===== src/design/hrt_pkg.sv =====
// shared types, codes and constants of the hessian reply tokenizer
// no dependencies
package hrt_pkg;

  localparam int unsigned MaxDepth = 16;
  localparam int unsigned DepthW   = $clog2(MaxDepth + 1);
  localparam int unsigned IdxW     = $clog2(MaxDepth);

  typedef enum logic [16:0] {
    PH_START      = 17'h00001,
    PH_VER1       = 17'h00002,
    PH_VER2       = 17'h00004,
    PH_TOP        = 17'h00008,
    PH_VALUE      = 17'h00010,
    PH_LIST_T     = 17'h00020,
    PH_LIST_L     = 17'h00040,
    PH_MAP_T      = 17'h00080,
    PH_REMOTE_T   = 17'h00100,
    PH_REMOTE_S   = 17'h00200,
    PH_NUM        = 17'h00400,
    PH_SKIP       = 17'h00800,
    PH_LEN_HI     = 17'h01000,
    PH_LEN_LO     = 17'h02000,
    PH_PAYLOAD    = 17'h04000,
    PH_CHUNK_CONT = 17'h08000,
    PH_END        = 17'h10000
  } phase_e;

  localparam logic [4:0] TkNull     = 5'd0;
  localparam logic [4:0] TkTrue     = 5'd1;
  localparam logic [4:0] TkFalse    = 5'd2;
  localparam logic [4:0] TkInt      = 5'd3;
  localparam logic [4:0] TkLong     = 5'd4;
  localparam logic [4:0] TkDate     = 5'd5;
  localparam logic [4:0] TkDouble   = 5'd6;
  localparam logic [4:0] TkStr      = 5'd7;
  localparam logic [4:0] TkXml      = 5'd8;
  localparam logic [4:0] TkBin      = 5'd9;
  localparam logic [4:0] TkList     = 5'd10;
  localparam logic [4:0] TkMap      = 5'd11;
  localparam logic [4:0] TkEnd      = 5'd12;
  localparam logic [4:0] TkType     = 5'd13;
  localparam logic [4:0] TkHdr      = 5'd14;
  localparam logic [4:0] TkRemote   = 5'd15;
  localparam logic [4:0] TkFault    = 5'd16;
  localparam logic [4:0] TkChunkEnd = 5'd17;
  localparam logic [4:0] TkDone     = 5'd18;
  localparam logic [4:0] TkError    = 5'd19;

  localparam logic [2:0] ErrNone    = 3'd0;
  localparam logic [2:0] ErrUnknown = 3'd1;
  localparam logic [2:0] ErrUnexp   = 3'd2;
  localparam logic [2:0] ErrBadLen  = 3'd3;
  localparam logic [2:0] ErrTrunc   = 3'd4;
  localparam logic [2:0] ErrTrail   = 3'd5;
  localparam logic [2:0] ErrDepth   = 3'd6;

  localparam logic [1:0] StkList  = 2'd0;
  localparam logic [1:0] StkKey   = 2'd1;
  localparam logic [1:0] StkValue = 2'd2;

  localparam logic [1:0] ChunkStr = 2'd0;
  localparam logic [1:0] ChunkXml = 2'd1;
  localparam logic [1:0] ChunkBin = 2'd2;

  localparam logic [7:0] ChRLo = 8'h72;
  localparam logic [7:0] ChHUp = 8'h48;
  localparam logic [7:0] ChZLo = 8'h7a;
  localparam logic [7:0] ChNUp = 8'h4e;
  localparam logic [7:0] ChTUp = 8'h54;
  localparam logic [7:0] ChFUp = 8'h46;
  localparam logic [7:0] ChIUp = 8'h49;
  localparam logic [7:0] ChLUp = 8'h4c;
  localparam logic [7:0] ChDLo = 8'h64;
  localparam logic [7:0] ChDUp = 8'h44;
  localparam logic [7:0] ChSLo = 8'h73;
  localparam logic [7:0] ChSUp = 8'h53;
  localparam logic [7:0] ChXLo = 8'h78;
  localparam logic [7:0] ChXUp = 8'h58;
  localparam logic [7:0] ChBLo = 8'h62;
  localparam logic [7:0] ChBUp = 8'h42;
  localparam logic [7:0] ChVUp = 8'h56;
  localparam logic [7:0] ChMUp = 8'h4d;
  localparam logic [7:0] ChFLo = 8'h66;
  localparam logic [7:0] ChTLo = 8'h74;
  localparam logic [7:0] ChLLo = 8'h6c;

  typedef struct packed {
    logic [4:0]        kind;
    logic [63:0]       value;
    logic [2:0]        err;
    logic [DepthW-1:0] depth;
    logic              last;
  } token_t;

  typedef struct packed {
    logic [1:0] cnt;
    token_t     tok0;
    token_t     tok1;
  } step_t;

  function automatic logic [8:0] chunk_lower(input logic [1:0] ct);
    case (ct)
      ChunkStr: chunk_lower = {1'b0, ChSLo};
      ChunkXml: chunk_lower = {1'b0, ChXLo};
      ChunkBin: chunk_lower = {1'b0, ChBLo};
      default:  chunk_lower = 9'h100;
    endcase
  endfunction

  function automatic logic [8:0] chunk_upper(input logic [1:0] ct);
    case (ct)
      ChunkStr: chunk_upper = {1'b0, ChSUp};
      ChunkXml: chunk_upper = {1'b0, ChXUp};
      ChunkBin: chunk_upper = {1'b0, ChBUp};
      default:  chunk_upper = 9'h100;
    endcase
  endfunction

  function automatic logic [1:0] stk_toggle(input logic [1:0] code);
    case (code)
      StkKey:   stk_toggle = StkValue;
      StkValue: stk_toggle = StkKey;
      default:  stk_toggle = code;
    endcase
  endfunction

endpackage


===== src/design/hessian_reply_tokenizer.sv =====
// top level: input word register, parser and output token queue
// depends on hrt_pkg, hrt_parser, hrt_token_fifo
//
// channel   dir  tdata                         tuser       tlast
// s_axis    in   [7:0] data byte               -           end of message
// m_axis    out  [63:0] value [66:64] error    token kind  last token of byte
//                [71:67] depth
//
// one input word per cycle enters the parse stage while the queue has room; each
// word yields zero to two tokens
// the parse step is combinational from the input register into the queue
// input stalls only when fewer than two queue slots are free
// reset is asynchronous and returns the parser to expecting a reply start
module hessian_reply_tokenizer (
  input  logic        clk_i,
  input  logic        rst_ni,
  input  logic        s_axis_tvalid_i,
  output logic        s_axis_tready_o,
  input  logic [7:0]  s_axis_tdata_i,  // [7:0] data_byte
  input  logic        s_axis_tlast_i,
  output logic        m_axis_tvalid_o,
  input  logic        m_axis_tready_i,
  output logic [71:0] m_axis_tdata_o,  // [63:0] token_value, [66:64] error_code,
                                       // [71:67] nesting_depth
  output logic [4:0]  m_axis_tuser_o,  // [4:0] token_kind
  output logic        m_axis_tlast_o
);
  import hrt_pkg::*;

  logic       in_valid_q;
  logic [7:0] in_byte_q;
  logic       in_eom_q;
  logic       room, step;
  step_t      res;
  token_t     tok;

  assign step            = in_valid_q && room;
  assign s_axis_tready_o = !in_valid_q || room;

  always_ff @(posedge clk_i or negedge rst_ni) begin
    if (!rst_ni) begin
      in_valid_q <= 1'b0;
    end else if (s_axis_tready_o) begin
      in_valid_q <= s_axis_tvalid_i;
    end
  end

  always_ff @(posedge clk_i) begin
    if (s_axis_tready_o && s_axis_tvalid_i) begin
      in_byte_q <= s_axis_tdata_i;
      in_eom_q  <= s_axis_tlast_i;
    end
  end

  hrt_parser u_parser (
    .clk_i  (clk_i),
    .rst_ni (rst_ni),
    .step_i (step),
    .byte_i (in_byte_q),
    .eom_i  (in_eom_q),
    .res_o  (res)
  );

  hrt_token_fifo u_fifo (
    .clk_i   (clk_i),
    .rst_ni  (rst_ni),
    .wr_i    (step),
    .res_i   (res),
    .room_o  (room),
    .valid_o (m_axis_tvalid_o),
    .ready_i (m_axis_tready_i),
    .tok_o   (tok)
  );

  assign m_axis_tdata_o = {tok.depth, tok.err, tok.value};
  assign m_axis_tuser_o = tok.kind;
  assign m_axis_tlast_o = tok.last;

endmodule


===== src/design/hrt_parser.sv =====
// parse state, container stack and per-byte token generation
// depends on hrt_pkg
module hrt_parser (
  input  logic           clk_i,
  input  logic           rst_ni,
  input  logic           step_i,
  input  logic [7:0]     byte_i,
  input  logic           eom_i,
  output hrt_pkg::step_t res_o
);
  import hrt_pkg::*;

  phase_e            phase_q, phase_d, pay_next_q, pay_next_d;
  logic [2:0]        fbc_q, fbc_d;
  logic [63:0]       vs_q, vs_d;
  logic [14:0]       br_q, br_d;
  logic [1:0]        ct_q, ct_d;
  logic [DepthW-1:0] depth_q, depth_d;
  logic              errl_q;
  logic              hdr_q, hdr_d;
  logic [4:0]        ptok_q, ptok_d;
  logic              cfin_q, cfin_d;
  logic [1:0]        top_q, top_d;
  logic [1:0]        stack_q [MaxDepth];

  logic [1:0]  n;
  logic [4:0]  k0, k1;
  logic [63:0] v0, v1;
  logic [2:0]  err;
  logic        done, vd, pop, push, disp, sc, sc_fin, pdone;
  logic [1:0]  sc_ct, push_code, top_src;
  logic [4:0]  push_kind;
  phase_e      push_next;
  logic [14:0] len;
  logic [IdxW-1:0] wr_idx, rd_idx;
  logic [DepthW-1:0] dm1, dm2;

  assign dm1    = depth_q - DepthW'(1);
  assign dm2    = depth_q - DepthW'(2);
  assign wr_idx = dm1[IdxW-1:0];
  assign rd_idx = dm2[IdxW-1:0];

  always_comb begin
    phase_d = phase_q; pay_next_d = pay_next_q; fbc_d = fbc_q; vs_d = vs_q;
    br_d = br_q; ct_d = ct_q; depth_d = depth_q; hdr_d = hdr_q;
    ptok_d = ptok_q; cfin_d = cfin_q; top_d = top_q;
    n = 2'd0; k0 = TkNull; k1 = TkNull; v0 = '0; v1 = '0;
    err = ErrNone; done = 1'b0; vd = 1'b0; pop = 1'b0; push = 1'b0;
    disp = 1'b0; sc = 1'b0; sc_fin = 1'b0; sc_ct = ChunkStr; pdone = 1'b0;
    push_code = StkList; push_kind = TkList; push_next = PH_VALUE;
    top_src = top_q; len = '0;

    unique case (phase_q)
      PH_START: begin
        if (byte_i == ChRLo) phase_d = PH_VER1;
        else err = ErrUnexp;
      end
      PH_VER1: phase_d = PH_VER2;
      PH_VER2: phase_d = PH_TOP;
      PH_TOP: begin
        if (byte_i == ChHUp) begin
          hdr_d = 1'b1; ptok_d = TkHdr; pay_next_d = PH_VALUE; phase_d = PH_LEN_HI;
        end else disp = 1'b1;
      end
      PH_VALUE: disp = 1'b1;
      PH_LIST_T: begin
        if (byte_i == ChTLo) begin
          ptok_d = TkType; pay_next_d = PH_LIST_L; phase_d = PH_LEN_HI;
        end else if (byte_i == ChLLo) begin
          fbc_d = 3'd3; phase_d = PH_SKIP;
        end else disp = 1'b1;
      end
      PH_LIST_L: begin
        if (byte_i == ChLLo) begin
          fbc_d = 3'd3; phase_d = PH_SKIP;
        end else disp = 1'b1;
      end
      PH_MAP_T: begin
        if (byte_i == ChTLo) begin
          ptok_d = TkType; pay_next_d = PH_VALUE; phase_d = PH_LEN_HI;
        end else disp = 1'b1;
      end
      PH_REMOTE_T: begin
        if (byte_i == ChTLo) begin
          ptok_d = TkType; pay_next_d = PH_REMOTE_S; phase_d = PH_LEN_HI;
        end else err = ErrUnexp;
      end
      PH_REMOTE_S: begin
        if (byte_i == ChSUp) begin
          sc = 1'b1; sc_ct = ChunkStr; sc_fin = 1'b1;
        end else err = ErrUnexp;
      end
      PH_NUM: begin
        vs_d = {vs_q[55:0], byte_i};
        if (fbc_q == 3'd0) begin
          k0 = ptok_q; v0 = vs_d; n = 2'd1; vd = 1'b1;
        end else fbc_d = fbc_q - 3'd1;
      end
      PH_SKIP: begin
        if (fbc_q == 3'd0) phase_d = PH_VALUE;
        else fbc_d = fbc_q - 3'd1;
      end
      PH_LEN_HI: begin
        if (byte_i[7]) err = ErrBadLen;
        else begin
          vs_d = {56'd0, byte_i}; phase_d = PH_LEN_LO;
        end
      end
      PH_LEN_LO: begin
        len  = {vs_q[6:0], byte_i};
        br_d = len;
        if (len == 15'd0) pdone = 1'b1;
        else phase_d = PH_PAYLOAD;
      end
      PH_PAYLOAD: begin
        k0 = ptok_q; v0 = {56'd0, byte_i}; n = 2'd1;
        if (br_q != 15'd0) br_d = br_q - 15'd1;
        if (br_q <= 15'd1) pdone = 1'b1;
      end
      PH_CHUNK_CONT: begin
        if ({1'b0, byte_i} == chunk_lower(ct_q)) begin
          sc = 1'b1; sc_ct = ct_q; sc_fin = 1'b0;
        end else if ({1'b0, byte_i} == chunk_upper(ct_q)) begin
          sc = 1'b1; sc_ct = ct_q; sc_fin = 1'b1;
        end else err = ErrUnexp;
      end
      PH_END: begin
        if (byte_i == ChZLo) begin
          if (eom_i) begin
            k0 = TkDone; n = 2'd1; done = 1'b1;
          end else err = ErrTrail;
        end else err = ErrUnexp;
      end
      default: err = ErrUnexp;
    endcase

    if (disp) begin
      unique case (byte_i)
        ChNUp: begin k0 = TkNull;  n = 2'd1; vd = 1'b1; end
        ChTUp: begin k0 = TkTrue;  n = 2'd1; vd = 1'b1; end
        ChFUp: begin k0 = TkFalse; n = 2'd1; vd = 1'b1; end
        ChIUp: begin ptok_d = TkInt;    fbc_d = 3'd3; vs_d = '0; phase_d = PH_NUM; end
        ChLUp: begin ptok_d = TkLong;   fbc_d = 3'd7; vs_d = '0; phase_d = PH_NUM; end
        ChDLo: begin ptok_d = TkDate;   fbc_d = 3'd7; vs_d = '0; phase_d = PH_NUM; end
        ChDUp: begin ptok_d = TkDouble; fbc_d = 3'd7; vs_d = '0; phase_d = PH_NUM; end
        ChSLo: begin sc = 1'b1; sc_ct = ChunkStr; end
        ChSUp: begin sc = 1'b1; sc_ct = ChunkStr; sc_fin = 1'b1; end
        ChXLo: begin sc = 1'b1; sc_ct = ChunkXml; end
        ChXUp: begin sc = 1'b1; sc_ct = ChunkXml; sc_fin = 1'b1; end
        ChBLo: begin sc = 1'b1; sc_ct = ChunkBin; end
        ChBUp: begin sc = 1'b1; sc_ct = ChunkBin; sc_fin = 1'b1; end
        ChVUp: begin
          push = 1'b1; push_code = StkList; push_kind = TkList; push_next = PH_LIST_T;
        end
        ChMUp: begin
          push = 1'b1; push_code = StkKey; push_kind = TkMap; push_next = PH_MAP_T;
        end
        ChFLo: begin
          push = 1'b1; push_code = StkKey; push_kind = TkFault; push_next = PH_VALUE;
        end
        ChRLo: begin k0 = TkRemote; n = 2'd1; phase_d = PH_REMOTE_T; end
        ChZLo: begin
          if (depth_q != '0 && top_q != StkValue) begin
            pop = 1'b1; k0 = TkEnd; n = 2'd1; vd = 1'b1;
          end else err = ErrUnknown;
        end
        default: err = ErrUnknown;
      endcase
    end

    // container push
    if (push) begin
      if (depth_q >= DepthW'(MaxDepth)) begin
        err  = ErrDepth;
        push = 1'b0;
      end else begin
        depth_d = depth_q + DepthW'(1);
        top_d   = push_code;
        k0 = push_kind; n = 2'd1;
        phase_d = push_next;
      end
    end

    if (sc) begin
      ct_d = sc_ct; cfin_d = sc_fin;
      ptok_d = TkStr + {3'd0, sc_ct}; pay_next_d = PH_VALUE; phase_d = PH_LEN_HI;
    end

    // end of a length-prefixed run
    if (pdone) begin
      if (ptok_q == TkStr || ptok_q == TkXml || ptok_q == TkBin) begin
        if (n == 2'd0) begin
          k0 = TkChunkEnd; v0 = {63'd0, cfin_q};
        end else begin
          k1 = TkChunkEnd; v1 = {63'd0, cfin_q};
        end
        n = n + 2'd1;
        if (cfin_q) vd = 1'b1;
        else phase_d = PH_CHUNK_CONT;
      end else phase_d = pay_next_q;
    end

    if (pop) begin
      depth_d = dm1;
      top_src = stack_q[rd_idx];
    end

    // a value completed
    if (vd) begin
      if (depth_d == '0) begin
        phase_d = hdr_q ? PH_TOP : PH_END;
        hdr_d   = 1'b0;
      end else begin
        top_d   = stk_toggle(top_src);
        phase_d = PH_VALUE;
      end
    end

    if (err == ErrNone && eom_i && !done) err = ErrTrunc;
  end

  always_comb begin
    res_o = '0;
    if (!errl_q) begin
      if (err != ErrNone) begin
        res_o.cnt        = 2'd1;
        res_o.tok0.kind  = TkError;
        res_o.tok0.err   = err;
        res_o.tok0.depth = depth_d;
        res_o.tok0.last  = 1'b1;
      end else begin
        res_o.cnt        = n;
        res_o.tok0.kind  = k0;
        res_o.tok0.value = v0;
        res_o.tok0.depth = depth_d;
        res_o.tok0.last  = (n == 2'd1);
        res_o.tok1.kind  = k1;
        res_o.tok1.value = v1;
        res_o.tok1.depth = depth_d;
        res_o.tok1.last  = 1'b1;
      end
    end
  end

  always_ff @(posedge clk_i or negedge rst_ni) begin
    if (!rst_ni) begin
      phase_q    <= PH_START;
      pay_next_q <= PH_START;
      fbc_q      <= '0;
      vs_q       <= '0;
      br_q       <= '0;
      ct_q       <= '0;
      depth_q    <= '0;
      errl_q     <= 1'b0;
      hdr_q      <= 1'b0;
      ptok_q     <= '0;
      cfin_q     <= 1'b0;
    end else if (step_i) begin
      if (errl_q || (err != ErrNone && eom_i) || done) begin
        if (eom_i) begin
          phase_q    <= PH_START;
          pay_next_q <= PH_START;
          fbc_q      <= '0;
          vs_q       <= '0;
          br_q       <= '0;
          ct_q       <= '0;
          depth_q    <= '0;
          errl_q     <= 1'b0;
          hdr_q      <= 1'b0;
          ptok_q     <= '0;
          cfin_q     <= 1'b0;
        end
      end else begin
        phase_q    <= phase_d;
        pay_next_q <= pay_next_d;
        fbc_q      <= fbc_d;
        vs_q       <= vs_d;
        br_q       <= br_d;
        ct_q       <= ct_d;
        depth_q    <= depth_d;
        hdr_q      <= hdr_d;
        ptok_q     <= ptok_d;
        cfin_q     <= cfin_d;
        errl_q     <= (err != ErrNone);
      end
    end
  end

  // stack holds the entries below the top, the top lives in top_q
  always_ff @(posedge clk_i) begin
    if (step_i && !errl_q) begin
      top_q <= top_d;
      if (push && depth_q != '0) stack_q[wr_idx] <= top_q;
    end
  end

endmodule


===== src/design/hrt_token_fifo.sv =====
// four-entry token queue between the parser and the output port
// depends on hrt_pkg
module hrt_token_fifo (
  input  logic            clk_i,
  input  logic            rst_ni,
  input  logic            wr_i,
  input  hrt_pkg::step_t  res_i,
  output logic            room_o,
  output logic            valid_o,
  input  logic            ready_i,
  output hrt_pkg::token_t tok_o
);
  import hrt_pkg::*;

  token_t     mem_q [4];
  logic [1:0] wp_q, rp_q;
  logic [2:0] cnt_q;
  logic [1:0] nwr;
  logic       rd;

  assign room_o  = (cnt_q <= 3'd2);
  assign valid_o = (cnt_q != 3'd0);
  assign tok_o   = mem_q[rp_q];
  assign rd      = valid_o && ready_i;
  assign nwr     = wr_i ? res_i.cnt : 2'd0;

  always_ff @(posedge clk_i) begin
    if (nwr != 2'd0) mem_q[wp_q] <= res_i.tok0;
    if (nwr == 2'd2) mem_q[wp_q + 2'd1] <= res_i.tok1;
  end

  always_ff @(posedge clk_i or negedge rst_ni) begin
    if (!rst_ni) begin
      wp_q  <= '0;
      rp_q  <= '0;
      cnt_q <= '0;
    end else begin
      wp_q  <= wp_q + nwr;
      rp_q  <= rp_q + {1'b0, rd};
      cnt_q <= cnt_q + {1'b0, nwr} - {2'b0, rd};
    end
  end

endmodule

===== config.mk =====
export PLATFORM = sky130hd
export DESIGN_NAME = hessian_reply_tokenizer
export DESIGN_NICKNAME = d
export VERILOG_FILES = /design/src/design/hrt_pkg.sv /design/src/design/hessian_reply_tokenizer.sv /design/src/design/hrt_parser.sv /design/src/design/hrt_token_fifo.sv
export SDC_FILE = /design/constraint.sdc
export NUM_CORES = 1
export LEC_CHECK = 0
export ABC_AREA = 1
export BUFFER_PORTS_ARGS = -buffer_cell sky130_fd_sc_hd__buf_4
export CAP_MARGIN = 20
export CELL_PAD_IN_SITES_DETAIL_PLACEMENT = 2
export CELL_PAD_IN_SITES_GLOBAL_PLACEMENT = 2
export CORE_ASPECT_RATIO = 1.4
export CORE_MARGIN = 8
export CORE_UTILIZATION = 39
export CTS_BUF_LIST = sky130_fd_sc_hd__clkbuf_16
export CTS_CLUSTER_DIAMETER = 60
export CTS_CLUSTER_SIZE = 16
export DETAILED_ROUTE_END_ITERATION = 7
export PLACE_DENSITY_LB_ADDON = 0.1
export SLEW_MARGIN = 20
export SYNTH_ARGS = -nofsm -noshare
export SYNTH_HDL_FRONTEND = slang
export SYNTH_SLANG_ARGS = --single-unit

===== constraint.sdc =====
create_clock -name clk_i -period 6.3 [get_ports clk_i]
set_clock_uncertainty 0.15 [all_clocks]
set_input_delay 0.315 -clock clk_i [delete_from_list [all_inputs] [get_ports clk_i]]
set_output_delay 0.315 -clock clk_i [all_outputs]
set_load 0.1 [all_outputs]

==> flow_summary.yaml <==
clock_tree:
  clock_insertion_delay_at_the_later_pin_of_the_skew_report_ns: 0.59
  clock_path_buffers: 3
  ctsHoldBuffers: 12
  clk_transition_reported_paths_ns: 0.07
  cts_setup_buffers: 0
  cts-htree-levels: 2
  cts.root.buffer_cell: "sky130_fd_sc_hd__clkbuf_16"
  cts-resized-gates: 0
  cts.sink_count: 473
  cts_made_buffers: 43
  cts_tree: "done"
logic_synthesis:
  synth_cell_types: 51
  ys.warnings.count: 0
  synthCells: 3509
  synthesized_nets: 3542
  yosys_register_bits: 473
  synth_enable_flop_cells: 79
  yosysTopAreaCellShare_pct: 22.1
  ys.flop_type: "sky130_fd_sc_hd__dfxtp_1"
  synth.most_common_cell: "sky130_fd_sc_hd__nor2_1"
  synth.top_cells.by_area: "sky130_fd_sc_hd__dfxtp_1 (22%), sky130_fd_sc_hd__dfrtp_1 (12%), sky130_fd_sc_hd__edfxtp_1 (9.5%)"
  synthesis.area_mm2: 0.0251
  post_synth.cell_area_avg_um2: 7.14
  post-synth-top-area-cell: "sky130_fd_sc_hd__dfxtp_1"
  synth_commonest_cells: "sky130_fd_sc_hd__nor2_1 (605), sky130_fd_sc_hd__nand2_1 (604), sky130_fd_sc_hd__nand3_1 (405)"
  async_reset_ff_share_pct: 24.9
  yosysSeqAreaShare_pct: 43.3
layout:
  total_nets_final: 3465
  reg_area_mm2: 0.0109
  antennaDiodeCount: 0
  layout-area-overhead-vs-synth_pct: 9.41
  multiInputGateArea_mm2: 0.0123
  finish.utilization_pct: 42.8
  drive_above_1_share_pct: 7.83
  fill_cells: 7594
routing:
  route.vias.total: 25302
  routed_wire_length_per_instance_um: 23.9
  drt_iter0_markers: 1377
  ant_nets: 0
  detail_route.vias_per_cell: 5.88
  detail_route.first_pass.iterations: 5
  postRouteWirelength_mm: 103
  detail_route.drc_violations: 0
sta:
  final_min_period_over_clock_period_pct: 77.7
  setup_total_negative_slack_ns: 0
  max_freq_mhz: 204
  worst_slew_margin_rel_pct: 25.1
  worst_pin_slew_ns: 1.12
  post_route_worst_hold_slack_ns: 0.136
  report.final.hold_viol_count: 0
  final.setup.worst_slack_ns: 1.41
  period_minus_slack_ns: 4.89
  slew_violations: 0
  setup-violations-final: 0
  unrepaired_setup_endpoints_after_global_routing: "no"
power:
  power_frac_comb_pct: 57.6
  pd_cells_mw_per_mm2: 647
  sw_frac_of_total_pct: 56.3
  vdd_drop_max_uv: 508
  power.leakage_nw: 12.6
  net_switching_power_of_the_design_w: 0.00999
  p_int_w: 0.00775
  post-layout-total-power_w: 0.0177
  power.clock.fraction_pct: 15.2
  p_seq_share_pct: 27.2
die:
  start_util_pct: 39.1
  die_width_um: 230
  floorplan.io_pins: 93
  die_area_mm2: 0.0727
  core.rowCount: 110
  die_height_um: 316
  placeableCoreArea_mm2: 0.0640
critical_path:
  cp_data_required_time_ns: 6.48
  critPathMaxFanout: 37
  worstSetupEndpointType: "flip-flop"
  critPathKind: "reg -> reg"
  crit_path_start_kind: "flip-flop"
  critical_path_arrival_ns: 5.08
job:
  cap_viol_max_count: 0
grt:
  grt-ovfl-total: 0
  number_of_antenna_violations_at_the_first_check_in_global_routing: 0
  grt_first_pass_wirelength_mm: 161
  first_global_vias: 28178
  pin_count_of_the_biggest_net_entering_global_routing: 187
  groute.usage.overall_pct: 27.6
hold_path:
  min_path_type: "in -> reg"
placed_design:
  gp_congestion: 0.969
  pre_cts_slack_ns: 1.49
  io_buffers: 92
  detailed_place_hpwl_mm: 66.6
status:
  outcome: "complete, no violations"
## per-stage QoR
step                cell area [um^2]  instances
floorplan                      25100       3509
finish                         27400       4303
global route                   27400       4303
CTS                            27400       4302
global placement               25900       4214
detailed placement             25900       4214
## power groups by stage
stage	logic, W	clock network (W)	registers [W]
after floorplan	0.00793	0	0.00464
after global placement	0.00992	0	0.00478
after detailed placement	0.0102	0	0.00486
after CTS	0.0103	0.00277	0.00481
after global routing	0.0109	0.00285	0.00492
final	0.0102	0.00269	0.00483
## area by class of cell
cell class	instances	area share [%]
clock buffer	45	4.11
clock inverter	31	0.858
inverter	181	2.54
multi-input combinational	2591	44.8
sequential	473	39.6
tap	840	3.83
timing repair buffer	142	4.23
## routing by layer
layer | routed length [um] | GRT usage, %
met1 | 40900 | 30.6
met4 | 4320 | 11.6
met2 | 55100 | 52.9
met3 | 2530 | 2.67
met5 | 0 | 0
## layout by cell type, fill, tap and decap left out, types with 3 or more instances in the layout
cell type                       netlist  layout
sky130_fd_sc_hd__nor2_1             605     602
sky130_fd_sc_hd__dfrtp_1            116     114
sky130_fd_sc_hd__o31ai_1              5       5
sky130_fd_sc_hd__dfxtp_1            276     276
sky130_fd_sc_hd__o21ai_0            280     280
sky130_fd_sc_hd__xor2_1              16      16
sky130_fd_sc_hd__dlygate4sd3_1        0      12
sky130_fd_sc_hd__a21oi_1            342     342
sky130_fd_sc_hd__clkinv_1             6       8
sky130_fd_sc_hd__inv_1              159     164
sky130_fd_sc_hd__inv_2               16      17
sky130_fd_sc_hd__nand2_2             12      13
sky130_fd_sc_hd__nand4_1             37      37
sky130_fd_sc_hd__ha_1                19      19
sky130_fd_sc_hd__nand3_2              5       5
sky130_fd_sc_hd__nor2_2              17      17
sky130_fd_sc_hd__clkbuf_16            0      45
sky130_fd_sc_hd__buf_4               30     125
sky130_fd_sc_hd__nor2_4               5       8
sky130_fd_sc_hd__or2_2                3       3
sky130_fd_sc_hd__buf_12               0       5
sky130_fd_sc_hd__nor4_1               3       3
sky130_fd_sc_hd__nor3_1              21      21
sky130_fd_sc_hd__nand3_1            405     405
sky130_fd_sc_hd__inv_6                0       7
sky130_fd_sc_hd__xnor2_1              4       4
sky130_fd_sc_hd__o221ai_1             4       4
sky130_fd_sc_hd__nand2_1            604     602
sky130_fd_sc_hd__a22oi_1             46      46
sky130_fd_sc_hd__a221oi_1             5       5
sky130_fd_sc_hd__edfxtp_1            79      79
sky130_fd_sc_hd__o22ai_1            126     126
sky130_fd_sc_hd__clkinv_2             0       6
sky130_fd_sc_hd__o211ai_1             3       3
sky130_fd_sc_hd__clkinv_4             0       3
sky130_fd_sc_hd__a21boi_0             4       4
## sequential cells by signal (all words and copies together) (netlist names), 3 cells and up
name and flops:
in_byte_q 8, u_parser.depth_q 5, u_fifo.mem_q 312, u_parser.ptok_q 5, u_parser.phase_q 17, u_parser.fbc_q 3
u_fifo.cnt_q 3, u_parser.br_q 15, u_parser.vs_q 56, u_parser.stack_q 32, u_parser.pay_next_q 4
## worst max-delay path, stage by stage (launching register included)
cell	delay [ns]
sky130_fd_sc_hd__dfrtp_1	0.41
sky130_fd_sc_hd__nor2_1	0.24
sky130_fd_sc_hd__nand2_1	0.19
sky130_fd_sc_hd__nor2_2	0.56
sky130_fd_sc_hd__nand3_1	0.16
sky130_fd_sc_hd__buf_4	0.28
sky130_fd_sc_hd__nand2_1	0.34
sky130_fd_sc_hd__nor2_1	0.13
sky130_fd_sc_hd__nand3_2	0.14
sky130_fd_sc_hd__ha_1	0.24
sky130_fd_sc_hd__nand2_1	0.11
sky130_fd_sc_hd__nand2_4	0.09
sky130_fd_sc_hd__o21bai_2	0.21
sky130_fd_sc_hd__nand2_4	0.29
sky130_fd_sc_hd__nand2_1	0.31
sky130_fd_sc_hd__nand2_1	0.41
sky130_fd_sc_hd__inv_2	0.27
sky130_fd_sc_hd__nor2_1	0.08
## cells by family after synthesis
family	count (synthesis)	synth area share, %
flops	473	43.3
buf+inv	445	7.77
xor+xnor	20	0.699
simple gates	1725	29.2
fa+ha+maj	20	1.03
compound gates	826	18.0
## path summary, 6_finish.rpt
check | slack (ns) | endpoint | start | depth (start not counted)
min | 0.14 | u_fifo.rp_q[0] | m_axis_tready_i | 3
max reg2reg | 1.41 | u_fifo.mem_q[0][4] | u_parser.phase_q[7] | 17
min in group asynchronous | 0.25 | u_parser.br_q[3] | rst_ni | 3
max | 1.41 | u_fifo.mem_q[0][4] | u_parser.phase_q[7] | 17
max in group asynchronous | 4.85 | u_parser.br_q[9] | rst_ni | 3
min reg2reg | 0.33 | u_fifo.mem_q[2][29] | u_fifo.mem_q[2][29] | 2
(Power assumes the default switching activity.)
